===== src/rtl/fpd_pkg.sv =====
`timescale 1ns / 1ps
// ----------------------------------------------------------------------------
// Flight phase detector package
// Shared types, phase codes, register indexes and fixed hold times.
// ----------------------------------------------------------------------------
package fpd_pkg;

    // Widths of the poll and result fields.
    localparam int LEVEL_W = 16;
    localparam int TICK_W  = 32;
    localparam int PHASE_W = 4;
    localparam int CFG_IDX_W  = 3;
    localparam int CFG_DATA_W = 32;

    // Hold times of the later detect phases, in ticks.
    localparam logic [TICK_W-1:0] APOGEE_HOLD_TICKS  = 32'd1000;
    localparam logic [TICK_W-1:0] DROGUE_HOLD_TICKS  = 32'd1000;
    localparam logic [TICK_W-1:0] MAIN_HOLD_TICKS    = 32'd1000;
    localparam logic [TICK_W-1:0] LANDING_HOLD_TICKS = 32'd1000;

    // Flight phases.
    typedef enum logic [PHASE_W-1:0] {
        PH_INIT           = 4'd0,
        PH_IDLE           = 4'd1,
        PH_LAUNCH_DETECT  = 4'd2,
        PH_BOOST          = 4'd3,
        PH_BURNOUT_DETECT = 4'd4,
        PH_COAST          = 4'd5,
        PH_APOGEE_DETECT  = 4'd6,
        PH_APOGEE         = 4'd7,
        PH_DROGUE_DETECT  = 4'd8,
        PH_DROGUE         = 4'd9,
        PH_MAIN_DETECT    = 4'd10,
        PH_MAIN           = 4'd11,
        PH_LANDED_DETECT  = 4'd12,
        PH_LANDED         = 4'd13
    } phase_t;

    // Configuration register indexes.
    typedef enum logic [CFG_IDX_W-1:0] {
        REG_LAUNCH_ACCEL_LEVEL = 3'd0,
        REG_LAUNCH_HOLD_TICKS  = 3'd1,
        REG_COAST_ACCEL_LEVEL  = 3'd2,
        REG_COAST_HOLD_TICKS   = 3'd3,
        REG_APOGEE_VEL_LEVEL   = 3'd4,
        REG_DROGUE_VEL_LEVEL   = 3'd5,
        REG_MAIN_VEL_LEVEL     = 3'd6,
        REG_LANDED_VEL_LEVEL   = 3'd7
    } cfg_index_t;

    // Current configuration as seen by the phase logic.
    typedef struct packed {
        logic signed [LEVEL_W-1:0] launch_accel_level;
        logic        [TICK_W-1:0]  launch_hold_ticks;
        logic signed [LEVEL_W-1:0] coast_accel_level;
        logic        [TICK_W-1:0]  coast_hold_ticks;
        logic signed [LEVEL_W-1:0] apogee_vel_level;
        logic signed [LEVEL_W-1:0] drogue_vel_level;
        logic signed [LEVEL_W-1:0] main_vel_level;
        logic signed [LEVEL_W-1:0] landed_vel_level;
    } cfg_t;

    // One registered poll word.
    typedef struct packed {
        logic                      gps_locked;
        logic signed [LEVEL_W-1:0] accel_z;
        logic signed [LEVEL_W-1:0] vel_z;
        logic        [TICK_W-1:0]  now_ticks;
    } poll_t;

    // Result of one poll.
    typedef struct packed {
        phase_t phase;
        logic   phase_changed;
    } result_t;

endpackage


===== src/rtl/fpd_cfg_regs.sv =====
`timescale 1ns / 1ps
// ----------------------------------------------------------------------------
// Flight phase detector configuration registers
// Write-only register file holding the thresholds and hold times.
// ----------------------------------------------------------------------------
module fpd_cfg_regs
    import fpd_pkg::*;
(
    input  logic                  clk,
    input  logic                  rst_n,
    input  logic                  cfg_we,
    input  logic [CFG_IDX_W-1:0]  cfg_index,
    input  logic [CFG_DATA_W-1:0] cfg_wdata,
    output cfg_t                  cfg
);

    cfg_t cfg_reg;
    cfg_t cfg_next;

    // Decode the write into the addressed field.
    always_comb
    begin
        cfg_next = cfg_reg;
        if (cfg_we)
        begin
            unique case (cfg_index_t'(cfg_index))
                REG_LAUNCH_ACCEL_LEVEL: cfg_next.launch_accel_level = cfg_wdata[LEVEL_W-1:0];
                REG_LAUNCH_HOLD_TICKS:  cfg_next.launch_hold_ticks  = cfg_wdata[TICK_W-1:0];
                REG_COAST_ACCEL_LEVEL:  cfg_next.coast_accel_level  = cfg_wdata[LEVEL_W-1:0];
                REG_COAST_HOLD_TICKS:   cfg_next.coast_hold_ticks   = cfg_wdata[TICK_W-1:0];
                REG_APOGEE_VEL_LEVEL:   cfg_next.apogee_vel_level   = cfg_wdata[LEVEL_W-1:0];
                REG_DROGUE_VEL_LEVEL:   cfg_next.drogue_vel_level   = cfg_wdata[LEVEL_W-1:0];
                REG_MAIN_VEL_LEVEL:     cfg_next.main_vel_level     = cfg_wdata[LEVEL_W-1:0];
                REG_LANDED_VEL_LEVEL:   cfg_next.landed_vel_level   = cfg_wdata[LEVEL_W-1:0];
                default:                cfg_next = cfg_reg;
            endcase
        end
    end

    // Register file with the power-on thresholds.
    always_ff @(posedge clk or negedge rst_n)
    begin
        if (!rst_n)
        begin
            cfg_reg.launch_accel_level <= 16'sd768;
            cfg_reg.launch_hold_ticks  <= 32'd1000;
            cfg_reg.coast_accel_level  <= 16'sd0;
            cfg_reg.coast_hold_ticks   <= 32'd1000;
            cfg_reg.apogee_vel_level   <= 16'sd0;
            cfg_reg.drogue_vel_level   <= 16'sd0;
            cfg_reg.main_vel_level     <= 16'sd0;
            cfg_reg.landed_vel_level   <= 16'sd0;
        end
        else
        begin
            cfg_reg <= cfg_next;
        end
    end

    assign cfg = cfg_reg;

endmodule


===== src/rtl/fpd_phase_core.sv =====
`timescale 1ns / 1ps
// ----------------------------------------------------------------------------
// Flight phase detector phase core
// Holds the current phase and detect start tick and steps them once per word.
// ----------------------------------------------------------------------------
module fpd_phase_core
    import fpd_pkg::*;
(
    input  logic    clk,
    input  logic    rst_n,
    input  logic    step,
    input  poll_t   poll,
    input  cfg_t    cfg,
    output result_t result,
    output phase_t  cur_phase
);

    phase_t            phase_reg;
    phase_t            phase_next;
    logic [TICK_W-1:0] start_reg;
    logic [TICK_W-1:0] start_next;
    logic [TICK_W-1:0] elapsed;
    logic              enter;

    // Ticks since the detect phase was entered, modulo the tick width.
    assign elapsed = poll.now_ticks - start_reg;

    // Next phase: strict compares (signed levels, unsigned ticks), fall back before hold check.
    always_comb
    begin
        phase_next = phase_reg;
        enter      = 1'b0;
        unique case (phase_reg)
            PH_INIT:
                if (poll.gps_locked) phase_next = PH_IDLE;
            PH_IDLE:
                if (poll.accel_z > cfg.launch_accel_level)
                begin
                    phase_next = PH_LAUNCH_DETECT;
                    enter      = 1'b1;
                end
            PH_LAUNCH_DETECT:
                priority if (poll.accel_z < cfg.launch_accel_level) phase_next = PH_IDLE;
                else if (elapsed > cfg.launch_hold_ticks) phase_next = PH_BOOST;
                else phase_next = phase_reg;
            PH_BOOST:
                if (poll.accel_z < cfg.coast_accel_level)
                begin
                    phase_next = PH_BURNOUT_DETECT;
                    enter      = 1'b1;
                end
            PH_BURNOUT_DETECT:
                priority if (poll.accel_z > cfg.coast_accel_level) phase_next = PH_BOOST;
                else if (elapsed > cfg.coast_hold_ticks) phase_next = PH_COAST;
                else phase_next = phase_reg;
            PH_COAST:
                if (poll.vel_z < cfg.apogee_vel_level)
                begin
                    phase_next = PH_APOGEE_DETECT;
                    enter      = 1'b1;
                end
            PH_APOGEE_DETECT:
                priority if (poll.vel_z > cfg.apogee_vel_level) phase_next = PH_COAST;
                else if (elapsed > APOGEE_HOLD_TICKS) phase_next = PH_APOGEE;
                else phase_next = phase_reg;
            PH_APOGEE:
                if (poll.vel_z > cfg.drogue_vel_level)
                begin
                    phase_next = PH_DROGUE_DETECT;
                    enter      = 1'b1;
                end
            PH_DROGUE_DETECT:
                priority if (poll.vel_z < cfg.drogue_vel_level) phase_next = PH_APOGEE;
                else if (elapsed > DROGUE_HOLD_TICKS) phase_next = PH_DROGUE;
                else phase_next = phase_reg;
            PH_DROGUE:
                if (poll.vel_z > cfg.main_vel_level)
                begin
                    phase_next = PH_MAIN_DETECT;
                    enter      = 1'b1;
                end
            PH_MAIN_DETECT:
                priority if (poll.vel_z < cfg.main_vel_level) phase_next = PH_DROGUE;
                else if (elapsed > MAIN_HOLD_TICKS) phase_next = PH_MAIN;
                else phase_next = phase_reg;
            PH_MAIN:
                if (poll.vel_z > cfg.landed_vel_level)
                begin
                    phase_next = PH_LANDED_DETECT;
                    enter      = 1'b1;
                end
            PH_LANDED_DETECT:
                priority if (poll.vel_z < cfg.landed_vel_level) phase_next = PH_MAIN;
                else if (elapsed > LANDING_HOLD_TICKS) phase_next = PH_LANDED;
                else phase_next = phase_reg;
            // Landed is final; unused codes hold.
            default:
                phase_next = phase_reg;
        endcase
    end

    // Detect start tick is captured on entry to a detect phase.
    assign start_next = enter ? poll.now_ticks : start_reg;

    // State registers advance only when a word is processed.
    always_ff @(posedge clk or negedge rst_n)
    begin
        if (!rst_n)
        begin
            phase_reg <= PH_INIT;
            start_reg <= '0;
        end
        else if (step)
        begin
            phase_reg <= phase_next;
            start_reg <= start_next;
        end
    end

    assign result.phase         = phase_next;
    assign result.phase_changed = (phase_next != phase_reg);
    assign cur_phase            = phase_reg;

endmodule


===== src/rtl/flight_phase_detector.sv =====
`timescale 1ns / 1ps
// ----------------------------------------------------------------------------
// Flight phase detector
// A word accepted into the input register goes to the result register when
// that register is free. Throughput: one word per cycle while out_stall is
// low; the phase and detect start tick registers are the only loop.
// Reset: rst_n clears the phase to init, the detect start tick to zero, both
// pipeline valids, and loads the default thresholds and hold times.
// ----------------------------------------------------------------------------
module flight_phase_detector
    import fpd_pkg::*;
(
    input  logic                      clk,
    input  logic                      rst_n,
    // Configuration write port
    input  logic                      cfg_we,
    input  logic [CFG_IDX_W-1:0]      cfg_index,
    input  logic [CFG_DATA_W-1:0]     cfg_wdata,
    // Poll channel
    input  logic                      in_valid,
    output logic                      in_stall,
    input  logic                      gps_locked,
    input  logic signed [LEVEL_W-1:0] accel_z,
    input  logic signed [LEVEL_W-1:0] vel_z,
    input  logic [TICK_W-1:0]         now_ticks,
    // Result channel
    output logic                      out_valid,
    input  logic                      out_stall,
    output logic [PHASE_W-1:0]        phase,
    output logic                      phase_changed
);

    cfg_t    cfg;
    poll_t   poll_reg;
    poll_t   poll_next;
    logic    in_valid_reg;
    logic    in_valid_next;
    logic    out_valid_reg;
    logic    out_valid_next;
    result_t result_reg;
    result_t result_next;
    result_t core_result;
    phase_t  cur_phase;
    logic    out_free;
    logic    step;
    logic    in_take;

    fpd_cfg_regs u_cfg_regs (
        .clk       (clk),
        .rst_n     (rst_n),
        .cfg_we    (cfg_we),
        .cfg_index (cfg_index),
        .cfg_wdata (cfg_wdata),
        .cfg       (cfg)
    );

    fpd_phase_core u_phase_core (
        .clk       (clk),
        .rst_n     (rst_n),
        .step      (step),
        .poll      (poll_reg),
        .cfg       (cfg),
        .result    (core_result),
        .cur_phase (cur_phase)
    );

    // Handshake: the result register frees when empty or being taken.
    assign out_free = !out_valid_reg || !out_stall;
    assign step     = in_valid_reg && out_free;
    assign in_stall = in_valid_reg && !out_free;
    assign in_take  = in_valid && !in_stall;

    // Input register next values.
    always_comb
    begin
        poll_next.gps_locked = gps_locked;
        poll_next.accel_z    = accel_z;
        poll_next.vel_z      = vel_z;
        poll_next.now_ticks  = now_ticks;
        priority if (in_take) in_valid_next = 1'b1;
        else if (step)        in_valid_next = 1'b0;
        else                  in_valid_next = in_valid_reg;
    end

    // Result register next values.
    always_comb
    begin
        result_next = core_result;
        priority if (step)    out_valid_next = 1'b1;
        else if (!out_stall)  out_valid_next = 1'b0;
        else                  out_valid_next = out_valid_reg;
    end

    // Valid flags.
    always_ff @(posedge clk or negedge rst_n)
    begin
        if (!rst_n)
        begin
            in_valid_reg  <= 1'b0;
            out_valid_reg <= 1'b0;
        end
        else
        begin
            in_valid_reg  <= in_valid_next;
            out_valid_reg <= out_valid_next;
        end
    end

    // Payload registers.
    always_ff @(posedge clk)
    begin
        if (in_take)
        begin
            poll_reg <= poll_next;
        end
        if (step)
        begin
            result_reg <= result_next;
        end
    end

    assign out_valid     = out_valid_reg;
    assign phase         = result_reg.phase;
    assign phase_changed = result_reg.phase_changed;

    // The phase only moves when a word is processed.
    a_phase_holds_idle: assert property (@(posedge clk) disable iff (!rst_n)
        !step |=> $stable(cur_phase))
        else $error("phase changed without a word being processed");

    // Landed is final.
    a_landed_final: assert property (@(posedge clk) disable iff (!rst_n)
        cur_phase == PH_LANDED |=> cur_phase == PH_LANDED)
        else $error("phase left landed");

    // A reported change never lands back in init.
    a_change_not_init: assert property (@(posedge clk) disable iff (!rst_n)
        out_valid && phase_changed |-> phase != PH_INIT)
        else $error("phase change reported into init");

    // Stall is only raised while a word waits in the input register.
    a_stall_needs_word: assert property (@(posedge clk) disable iff (!rst_n)
        in_stall |-> in_valid_reg && out_valid_reg)
        else $error("input stalled with no word waiting");

endmodule


===== config.mk =====
export PLATFORM = sky130hd
export DESIGN_NAME = flight_phase_detector
export DESIGN_NICKNAME = d
export VERILOG_FILES = /design/src/rtl/fpd_pkg.sv /design/src/rtl/fpd_cfg_regs.sv /design/src/rtl/fpd_phase_core.sv /design/src/rtl/flight_phase_detector.sv
export SDC_FILE = /design/constraint.sdc
export NUM_CORES = 1
export LEC_CHECK = 0
export BUFFER_PORTS_ARGS = -buffer_cell sky130_fd_sc_hd__buf_2
export CAP_MARGIN = 10
export CORE_MARGIN = 2
export CORE_UTILIZATION = 65
export CTS_CLUSTER_DIAMETER = 40
export DETAILED_ROUTE_END_ITERATION = 7
export PLACE_DENSITY = 0.85
export SLEW_MARGIN = 5
export SYNTH_ARGS = -nofsm -noshare
export SYNTH_HDL_FRONTEND = slang
export SYNTH_SLANG_ARGS = --single-unit

===== constraint.sdc =====
create_clock -name clk -period 10.45 [get_ports clk]
set_clock_uncertainty 0.15 [all_clocks]
set_input_delay 0.5225 -clock clk [delete_from_list [all_inputs] [get_ports clk]]
set_output_delay 0.5225 -clock clk [all_outputs]
set_load 0.02 [all_outputs]

# --- Word-level counts from Yosys, hierarchy flattened ---
# Index checks and enable logic that the tools add are counted.
# W data, S select, Z words.
totals:
  input_bits: 105
  register_bits: 268
  output_inout_bits: 7
  word_cells: 106
classes:
  n_reduce_logical: 20
  addsub: 1
  magnitude_cmp: 15
  eq_ne: 21
  n_mux: 31
op_table:
  columns: ["op", "count"]
  rows:
  - ["$gt A16 B16 Y1", 6]
  - ["$lt A16 B16 Y1", 6]
  - ["$mux W4", 19]
  - ["$gt A32 B32 Y1", 2]
  - ["$pmux W4 S13", 1]
  - ["$gt A32 B10 Y1 const B", 1]
  - ["$sub A32 B32 Y32", 1]
  - ["$eq A4 B4 Y1 const B", 5]
  - ["$reduce_and A2 Y1", 9]
  - ["$eq A4 B3 Y1 const B", 4]
  - ["$eq A3 B3 Y1 const B", 4]
  - ["$mux W1", 10]
  - ["$eq A4 B2 Y1 const B", 2]
  - ["$eq A3 B2 Y1 const B", 2]
  - ["$pmux W1 S6", 1]
  - ["$eq A4 B1 Y1 const B", 1]
  - ["$logic_not A1 Y1", 4]
  - ["$logic_not A4 Y1", 1]
  - ["$ne A4 B4 Y1", 1]
  - ["$eq A3 B1 Y1 const B", 1]
  - ["$logic_and A1 B1 Y1", 3]
  - ["$logic_not A3 Y1", 1]
  - ["$ne A2 B1 Y1 const B", 1]
  - ["$reduce_bool A2 Y1", 1]
  - ["$logic_or A1 B1 Y1", 1]

# --- Longest topological paths before layout ---
# Gate-level depths: netlist of run 1.
depth:
  depth_word: 7
  mapped_depth: 23
  mapped_depth_nobuf: 23

# --- By module ---
# Synthesis of run 1 repeated with hierarchy kept, for this count alone.
unflattened:
  hier_cells: 1508
  area_unflattened_um2: 16509.6
by_module_without_submodules:
  columns: ["module", "instances", "cells_each", "area_per_inst_um2"]
  rows:
  - ["fpd_phase_core", 1, 1083, 8197.9]
  - ["fpd_cfg_regs", 1, 347, 6117.1]
  - ["flight_phase_detector", 1, 78, 2194.6]

# --- Worst setup path before layout of run 1 ---
# OpenSTA, ideal clock, no wires.
synth_path:
  path_type: "register to register"
  start: "register poll_reg[0] (netlist bit)"
  end: "register result_reg, in the netlist phase[0], data pin"
  n_path_buf: 0
  arrival_ns: 4.684
  path_stages_with_launch: 24
  required_ns: 10.025
  setup_slack_ns: 5.340
  period_less_slack_ns: 5.110
  cell_sequence: "edfxtp_1 -> inv_1 -> ha_1 -> inv_1 -> fa_1 -> a21o_1 -> a31o_4 -> a211oi_4 -> o211ai_1 -> nand2_1 -> nand2_1 -> a211oi_1 -> xnor2_1 -> ha_1 -> nand4_1 -> nor4_1 -> nand3_1 -> nor4_1 -> o41ai_1 -> o21ai_0 -> a21o_1 -> o211ai_1 -> a31oi_1 -> o311ai_1"
synth_lines:
  columns: ["item", "line_no", "rtl"]
  rows:
  - ["start, declared", "flight_phase_detector.sv:34", "poll_t poll_reg;"]
  - ["start signal, assigned", "flight_phase_detector.sv:114", "poll_reg <= poll_next;"]
  - ["end signal, assigned", "flight_phase_detector.sv:118", "result_reg <= result_next;"]
  - ["end, declared", "flight_phase_detector.sv:40", "result_t result_reg;"]

==> results by group, run 1 <==
Routing
  – Post-Route WL: roughly 42000 µm
  – DRC Markers: 0
  – Initial DRC count: ~1100
  – Final ANT Viol Nets: 0
  – Via/cell ratio: 6.11
  – TritonRoute pass-1 iters: 7
  – Via Count: 13066
  – Wire length per cell: 19.8 µm

Synthesis
  – Yosys reg bits: around 270
  – Synth warn: 0
  – Mapped Cells: 1670
  – Register area share after synthesis: 0.432
  – Synthesized area: 0.0164 mm²
  – Post-synth EDFFs: 70
  – Post-Syn Nets: 1963
  – Async SR Flop Fraction: 0.739
  – Yosys cell types: 77
  – Syn Area/Cell: 9.81 µm²
  – Top FF cell, synth: dfrtp_1

Clock network
  – Post-CTS Repair Setup Buffers: 0
  – TritonCTS Buffers: 40
  – CTS tree: built
  – # hold bufs at CTS: 2
  – Reg clk slew, reported paths: about 0.06 ns
  – Post-CTS Resized: 0
  – Max clock buf depth: 3
  – Root Buffer: clkbuf_16
  – Worst-skew pair later-pin latency: roughly 0.53 ns
  – Clock sinks: 268
  – Htree depth: 2

Global routing
  – Global-route wire length before repair: 68200 µm
  – Vias in the first global route: 13227
  – Initial antenna violation count: 2
  – Gr usage total: 0.327
  – Largest net degree at the start of global routing: between 70 and 80
  – Global route total overflow: 0

Layout
  – Share of layout cells above drive strength 1: 0.174
  – Post-route insts no fill: 2138
  – Final Util: 0.745
  – Largest register FFs: 160
  – P&R area growth vs syn: 13.4%
  – NumNets Final: 2069
  – # diodes: 0

Setup path
  – Max stage delay on crit path: 0.43 ns
  – Element type at the critical path start: register
  – Worst path bufs/invs: 3
  – CP Class: register to register
  – Max FO, Critical Path: 8
  – WP data arrival: 5.76 ns
  – Critical path depth: 24
  – CP delay by family, top: compound AO/OA/AOI/OAI gates
  – R2R cell count: 24
  – Critical-path top delay cell: a211oi_4
  – Required @ worst endpoint: 10.55 ns
  – Worst-path cell chain: inv_1 -> ha_1 -> inv_1 -> fa_1 -> a21o_1 -> a31o_4 -> a211oi_4 -> o211ai_1 -> nand2_1 -> nand2_1 -> a211oi_1 -> xnor2_1 -> ha_1 -> nand4_1 -> nor4_1 -> buf_4 -> nand4_1 -> nor4_1 -> o41ai_1 -> o21ai_0 -> a21o_1 -> o211ai_1 -> a31oi_1 -> o311ai_1
  – CP Capture Type: register

Timing
  – Setup TNS: 0 ns
  – Final cycle utilization of the critical path: 0.542
  – Final hold violation count: 0
  – Number of max-slew violations in the final report: 0
  – Worst hold margin: 0.0137 ns
  – Max Clk Rate: 0.177 GHz
  – Final setup vio count: 0
  – Min Tclk post-route: 5.66 ns
  – RSZ-0062 raised after global routing: no
  – Slew headroom: 0.326
  – Worst slew pin tran: just over 1 ns

Placed design
  – Placed cells: 2062
  – PortBufs: around 110
  – DP HPWL: 30500 µm
  – Gpl congestion: 0.968

Power and ir drop
  – Pleak: 8.55 nW
  – Worst VDD drop: about 0.22 mV
  – Overall power: 5.40 mW
  – Pwr Density: 290 mW/mm²

Hold path
  – Worst hold path depth: 1
  – Hold Path Class: input pin to register

Floorplanning
  – FP Rows: slightly below 60
  – I/O Pins: 112
  – Die Height: approximately 160 µm
  – Die area: roughly 0.026 mm²
  – Initial Utilization: 0.656
  – Core area: between 0.02 and 0.025 mm²
  – Die Width: around 160 µm

Status
  – Status: finished clean

Flow run
  – Max cap viols: 0
==> area by class of cell <==
cell class / count / area (µm²)
multi-input combinational: 1132 / 8300
sequential: 268 / 7070
fill: 1759 / 6380
clock buffer: 47 / 1080
inverter: 210 / 788
timing repair buffer: 124 / 667
tap: 330 / 413
clock inverter: 27 / 262
==> placed cells by master (no fill, tap or decap), drive strengths merged, types with 32 or more instances in the layout <==
cell and n:
inv 221, ha 187, dfrtp 184, nand2 181, o21ai 156, buf 121, mux2 90, a21oi 75
edfxtp 70, nor2 60, clkbuf 48, nand4 36, nand3 33, a21o 32
==> power breakdown <==
group          leakage [nW]  switching (mW)  total (mW)  internal, mW
sequential             3.04           0.124        1.45          1.32
combinational          4.86            1.58        2.62          1.04
clock                 0.655           0.521        1.33         0.809
==> layer usage <==
layer  part of all wire  track usage  vias up
met5                  0            0        -
met4              0.031        0.120        0
met3              0.084       0.0718       94
met2               0.45        0.511      493
met1               0.43        0.449     6298
li1                   -            -     6181
==> per-stage QoR <==
step           setup slack, ns  instance area [µm²]
2_1_floorplan             5.34                16400
6_report                  4.79                18600
4_1_cts                   4.87                18600
5_1_grt                   4.37                18600
3_3_place_gp              5.06                17200
3_5_place_dp              4.90                17200
==> synth_stat cells (7+ instances only) <==
cell       count  area share
inv_1        209       0.048
ha_1         187        0.14
dfrtp_1      184        0.28
nand2_1      181       0.041
o21ai_0      156       0.048
mux2_2        90       0.062
a21oi_1       75       0.023
edfxtp_1      70        0.13
nor2_1        60       0.014
clkbuf_1      52       0.012
nand4_1       36       0.014
nand3_1       33       0.010
a21o_1        32       0.015
nor3_1        22      0.0067
o211ai_1      21      0.0096
xnor2_1       20       0.011
a211oi_1      17      0.0078
a31oi_1       15      0.0057
dfstp_2       14       0.022
nand2b_1      14      0.0053
o21a_1        12      0.0055
and3_1         9      0.0034
nor2b_1        9      0.0034
nor4_1         9      0.0034
a2111oi_0      8      0.0043
a211o_1        7      0.0037
and2_1         7      0.0027
==> logic make-up after synthesis <==
kind of cell,Yosys count,share of synthesized area
flip-flops,268,0.432
buffers and inverters,270,0.0628
multiplexers,95,0.0649
AND/OR/NAND/NOR,411,0.119
XOR/XNOR,29,0.0180
AO/OA/AOI/OAI,409,0.159
adder cells (fa/ha/maj),188,0.144
==> final timing paths <==
check	startpoint	endpoint	slack (ns)
min in group asynchronous	rst_n	u_cfg_regs.cfg[150]$_DFFE_PN0P_	0.38
min reg2reg	poll_reg[18]$_DFFE_PP_	u_phase_core.start_reg[18]$_DFFE_PN0P_	0.35
max in group asynchronous	rst_n	u_phase_core.start_reg[29]$_DFFE_PN0P_	8.42
min	accel_z[3]	poll_reg[51]$_DFFE_PP_	0.01
max	poll_reg[0]$_DFFE_PP_	phase[0]$_DFFE_PP_	4.79
max reg2reg	poll_reg[0]$_DFFE_PP_	phase[0]$_DFFE_PP_	4.79
Power figures use the tool's default switching activity.
==> run 2, diff against run 1 <==
--- a/config.mk
+++ b/config.mk
@@ -8,10 +8,10 @@
 export BUFFER_PORTS_ARGS = -buffer_cell sky130_fd_sc_hd__buf_2
 export CAP_MARGIN = 10
 export CORE_MARGIN = 2
-export CORE_UTILIZATION = 65
+export CORE_UTILIZATION = 56
 export CTS_CLUSTER_DIAMETER = 40
 export DETAILED_ROUTE_END_ITERATION = 7
-export PLACE_DENSITY = 0.85
+export PLACE_DENSITY = 0.78
 export SLEW_MARGIN = 5
 export SYNTH_ARGS = -nofsm -noshare
 export SYNTH_HDL_FRONTEND = slang
==> constraint.sdc (replaced) <==
create_clock -name clk -period 5.12 [get_ports clk]
set_clock_uncertainty 0.15 [all_clocks]
set_input_delay 0.256 -clock clk [delete_from_list [all_inputs] [get_ports clk]]
set_output_delay 0.256 -clock clk [all_outputs]
set_load 0.02 [all_outputs]
==> run 2 against run 1 <==
Sequential share of layout area decreased by 2.5 points. Critical path depth unchanged. Critical path type unchanged. Count of clock-buffer cells in the layout increased by 4. Die area increased by 16%. Largest cell class unchanged. Utilization decreased by 5.4 points. Wire length increased by 0.11%.
==> results by group, run 2 (synthesis results as in run 1) <==
Clock network
  – Max clock buf depth: 3 (unchanged)
  – Worst-skew pair later-pin latency: 0.54 ns (about the same)
  – Htree depth: 2 (unchanged)
  – Clock sinks: 268 (unchanged)
  – Root Buffer: clkbuf_16
  – Reg clk slew, reported paths: 0.06 ns (about the same)
  – TritonCTS Buffers: 41 (+2.5%)
  – CTS tree: built

Layout
  – # diodes: 0 (unchanged)
  – Fillers: 2154 (+22%)
  – NumNets Final: 2194 (+6.0%)
  – Post-route insts no fill: 2318 (+8.4%)
  – Register area: 0.00707 mm² (unchanged)
  – Finished Cell Area: 0.0199 mm² (+6.9%)
  – Most frequent cells in the layout: 208 x inv_1, 186 x ha_1, 184 x dfrtp_1, 181 x nand2_1, 155 x o21ai_0
  – Area of the multi-input gates: 0.00839 mm² (+1.0%)
  – Share of layout cells above drive strength 1: 0.183 (+0.00881)
  – Most common cell after layout, fill and taps aside: inv_1
  – Final Util: 0.691 (-0.0539)
  – Largest register FFs: 160 (unchanged)
  – P&R area growth vs syn: 21.3%

Power and ir drop
  – Clock group share of total power: 0.238 (-0.008)
  – Pwr Density: 559 mW/mm² (+93%)
  – Worst VDD drop: 0.297 mV (+37%)
  – Net Sw Frac: 0.408 (-0.00499)
  – Gate power share: 0.497 (+0.012)
  – Internal: 6.58 mW (+110%)
  – Pleak: 9.08 nW (+6.2%)
  – Sw power: 4.53 mW (+100%)
  – Sequential power share: 0.265 (-0.003)
  – Overall power: 11.1 mW (+110%)

Timing
  – Final hold violation count: 0 (unchanged)
  – Setup TNS: 0 ns (unchanged)
  – Worst slew pin tran: 1.20 ns (+0.192 ns)
  – Final setup vio count: 0 (unchanged)
  – Max Clk Rate: 0.197 GHz (+12%)
  – Min Tclk post-route: 5.08 ns (-0.584 ns)
  – RSZ-0062 raised after global routing: yes
  – Final cycle utilization of the critical path: 0.991 (+0.450)
  – Worst hold margin: 0.0455 ns (+0.0318 ns)
  – Setup ws final: 0.0437 ns (-4.75 ns)
  – Slew headroom: 0.190 (-0.137)
  – Number of max-slew violations in the final report: 0 (unchanged)

Floorplanning
  – Die Height: 175 µm (+7.5%)
  – Initial Utilization: 0.569 (-0.0870)
  – Die area: 0.0306 mm² (+16%)
  – Die Width: 175 µm (+7.5%)
  – FP Rows: 62 (+6.9%)
  – Core area: 0.0288 mm² (+15%)
  – I/O Pins: 112 (unchanged)

Setup path
  – CP most frequent cell: o211ai_1
  – Worst-path cell chain: inv_1 -> ha_2 -> inv_2 -> fa_2 -> a21o_1 -> a221oi_2 -> o211ai_1 -> a31oi_1 -> buf_4 -> o211ai_1 -> xor2_2 -> ha_1 -> nand4_1 -> nor4_2 -> buf_4 -> nand3_4 -> nor4_4 -> buf_4 -> nor4_2 -> a211o_1 -> a21o_1 -> o211ai_1 -> a31oi_2 -> o211ai_1
  – Critical-path top delay cell: edfxtp_1
  – Required @ worst endpoint: 5.34 ns (-5.21 ns)
  – R2R Path Start: poll_reg[0]$_DFFE_PP_
  – Crit path from: poll_reg[0]$_DFFE_PP_
  – R2R cell count: 24 (unchanged)
  – Max FO, Critical Path: 6 (-2)
  – R2R setup slack: 0.04 ns (-4.75 ns)
  – CP Capture Type: register
  – Reg2Reg Capture Point: phase_changed$_DFFE_PP_
  – Element type at the critical path start: register
  – CP Class: register to register
  – Worst path bufs/invs: 5 (+2)
  – CP delay by family, top: compound AO/OA/AOI/OAI gates
  – Max stage delay on crit path: 0.37 ns (-0.06 ns)
  – WP data arrival: 5.29 ns (-0.47 ns)

Routing
  – Final ANT Viol Nets: 0 (unchanged)
  – Via/cell ratio: 5.74 (-6.0%)
  – Wire length per cell: 18.3 µm (-7.7%)
  – DRC Markers: 0 (unchanged)
  – Via Count: 13309 (+1.9%)
  – TritonRoute pass-1 iters: 6 (-1)
  – Post-Route WL: 42400 µm (+0.11%)
  – Initial DRC count: 887 (-18%)

Global routing
  – Initial antenna violation count: 0 (-2)
  – Gr usage total: 0.279 (-0.0480)
  – Global-route wire length before repair: 68700 µm (+0.75%)
  – Vias in the first global route: 13444 (+1.6%)
  – Largest net degree at the start of global routing: 111 (+56%)
  – Global route total overflow: 0 (unchanged)

Placed design
  – DP Area: 0.0174 mm² (+1.3%)
  – DP HPWL: 29300 µm (-4.0%)
  – Gpl congestion: 0.893 (-7.8%)
  – PortBufs: 111 (unchanged)
  – Placed cells: 2136 (+3.6%)
  – Worst slack at placement: -0.105 ns (-5.01 ns)

Hold path
  – Hold Path Origin: cfg_wdata[0]
  – Worst hold path depth: 2 (+1)
  – Hold Path Class: input pin to register
  – Hold worst-path end: u_cfg_regs.cfg[64]$_DFFE_PN0P_

Status
  – Status: finished clean

Flow run
  – Max cap viols: 0 (unchanged)
[run 2: worst max path at each step]
stage	end	slack, ns	cells past startpoint
4_1_cts	phase[0]$_DFFE_PP_	0.01	23
5_1_grt	phase_changed$_DFFE_PP_	-0.30	24
2_1_floorplan	phase[0]$_DFFE_PP_	0.01	23
3_3_place_gp	phase[0]$_DFFE_PP_	0.07	24
6_report	phase_changed$_DFFE_PP_	0.04	24
3_5_place_dp	phase[0]$_DFFE_PP_	-0.11	24
[run 2: layout make-up]
cell class                 count  share of cell area
tap                          384              0.0242
clock inverter                25              0.0105
multi-input combinational   1132               0.422
inverter                     210              0.0397
sequential                   268               0.356
timing repair buffer         248              0.0927
clock buffer                  51              0.0551
[run 2: routing by layer]
layer	global-route usage	share of wire
met3	0.0548	0.069
met1	0.367	0.42
met4	0.102	0.034
met2	0.459	0.47
met5	0	0
[run 2: timing repair]
action	4_1_cts	5_1_grt
hold buffers	100	0
buffers inserted	0	6
pin swaps	2	3
resized for setup	5	11
gates cloned	0	0
endpoints found under the setup margin	3	3
endpoints found under the hold margin	275	0
[run 2: power by group through the flow]
stage / Sequential (mW) / Clock (mW) / Combinational [mW]
2_1_floorplan: 2.89 / 0 / 3.86
3_3_place_gp: 2.95 / 0 / 5.06
3_5_place_dp: 2.97 / 0 / 5.20
4_1_cts: 2.94 / 2.69 / 5.35
5_1_grt: 2.99 / 2.78 / 6.16
6_report: 2.94 / 2.65 / 5.52
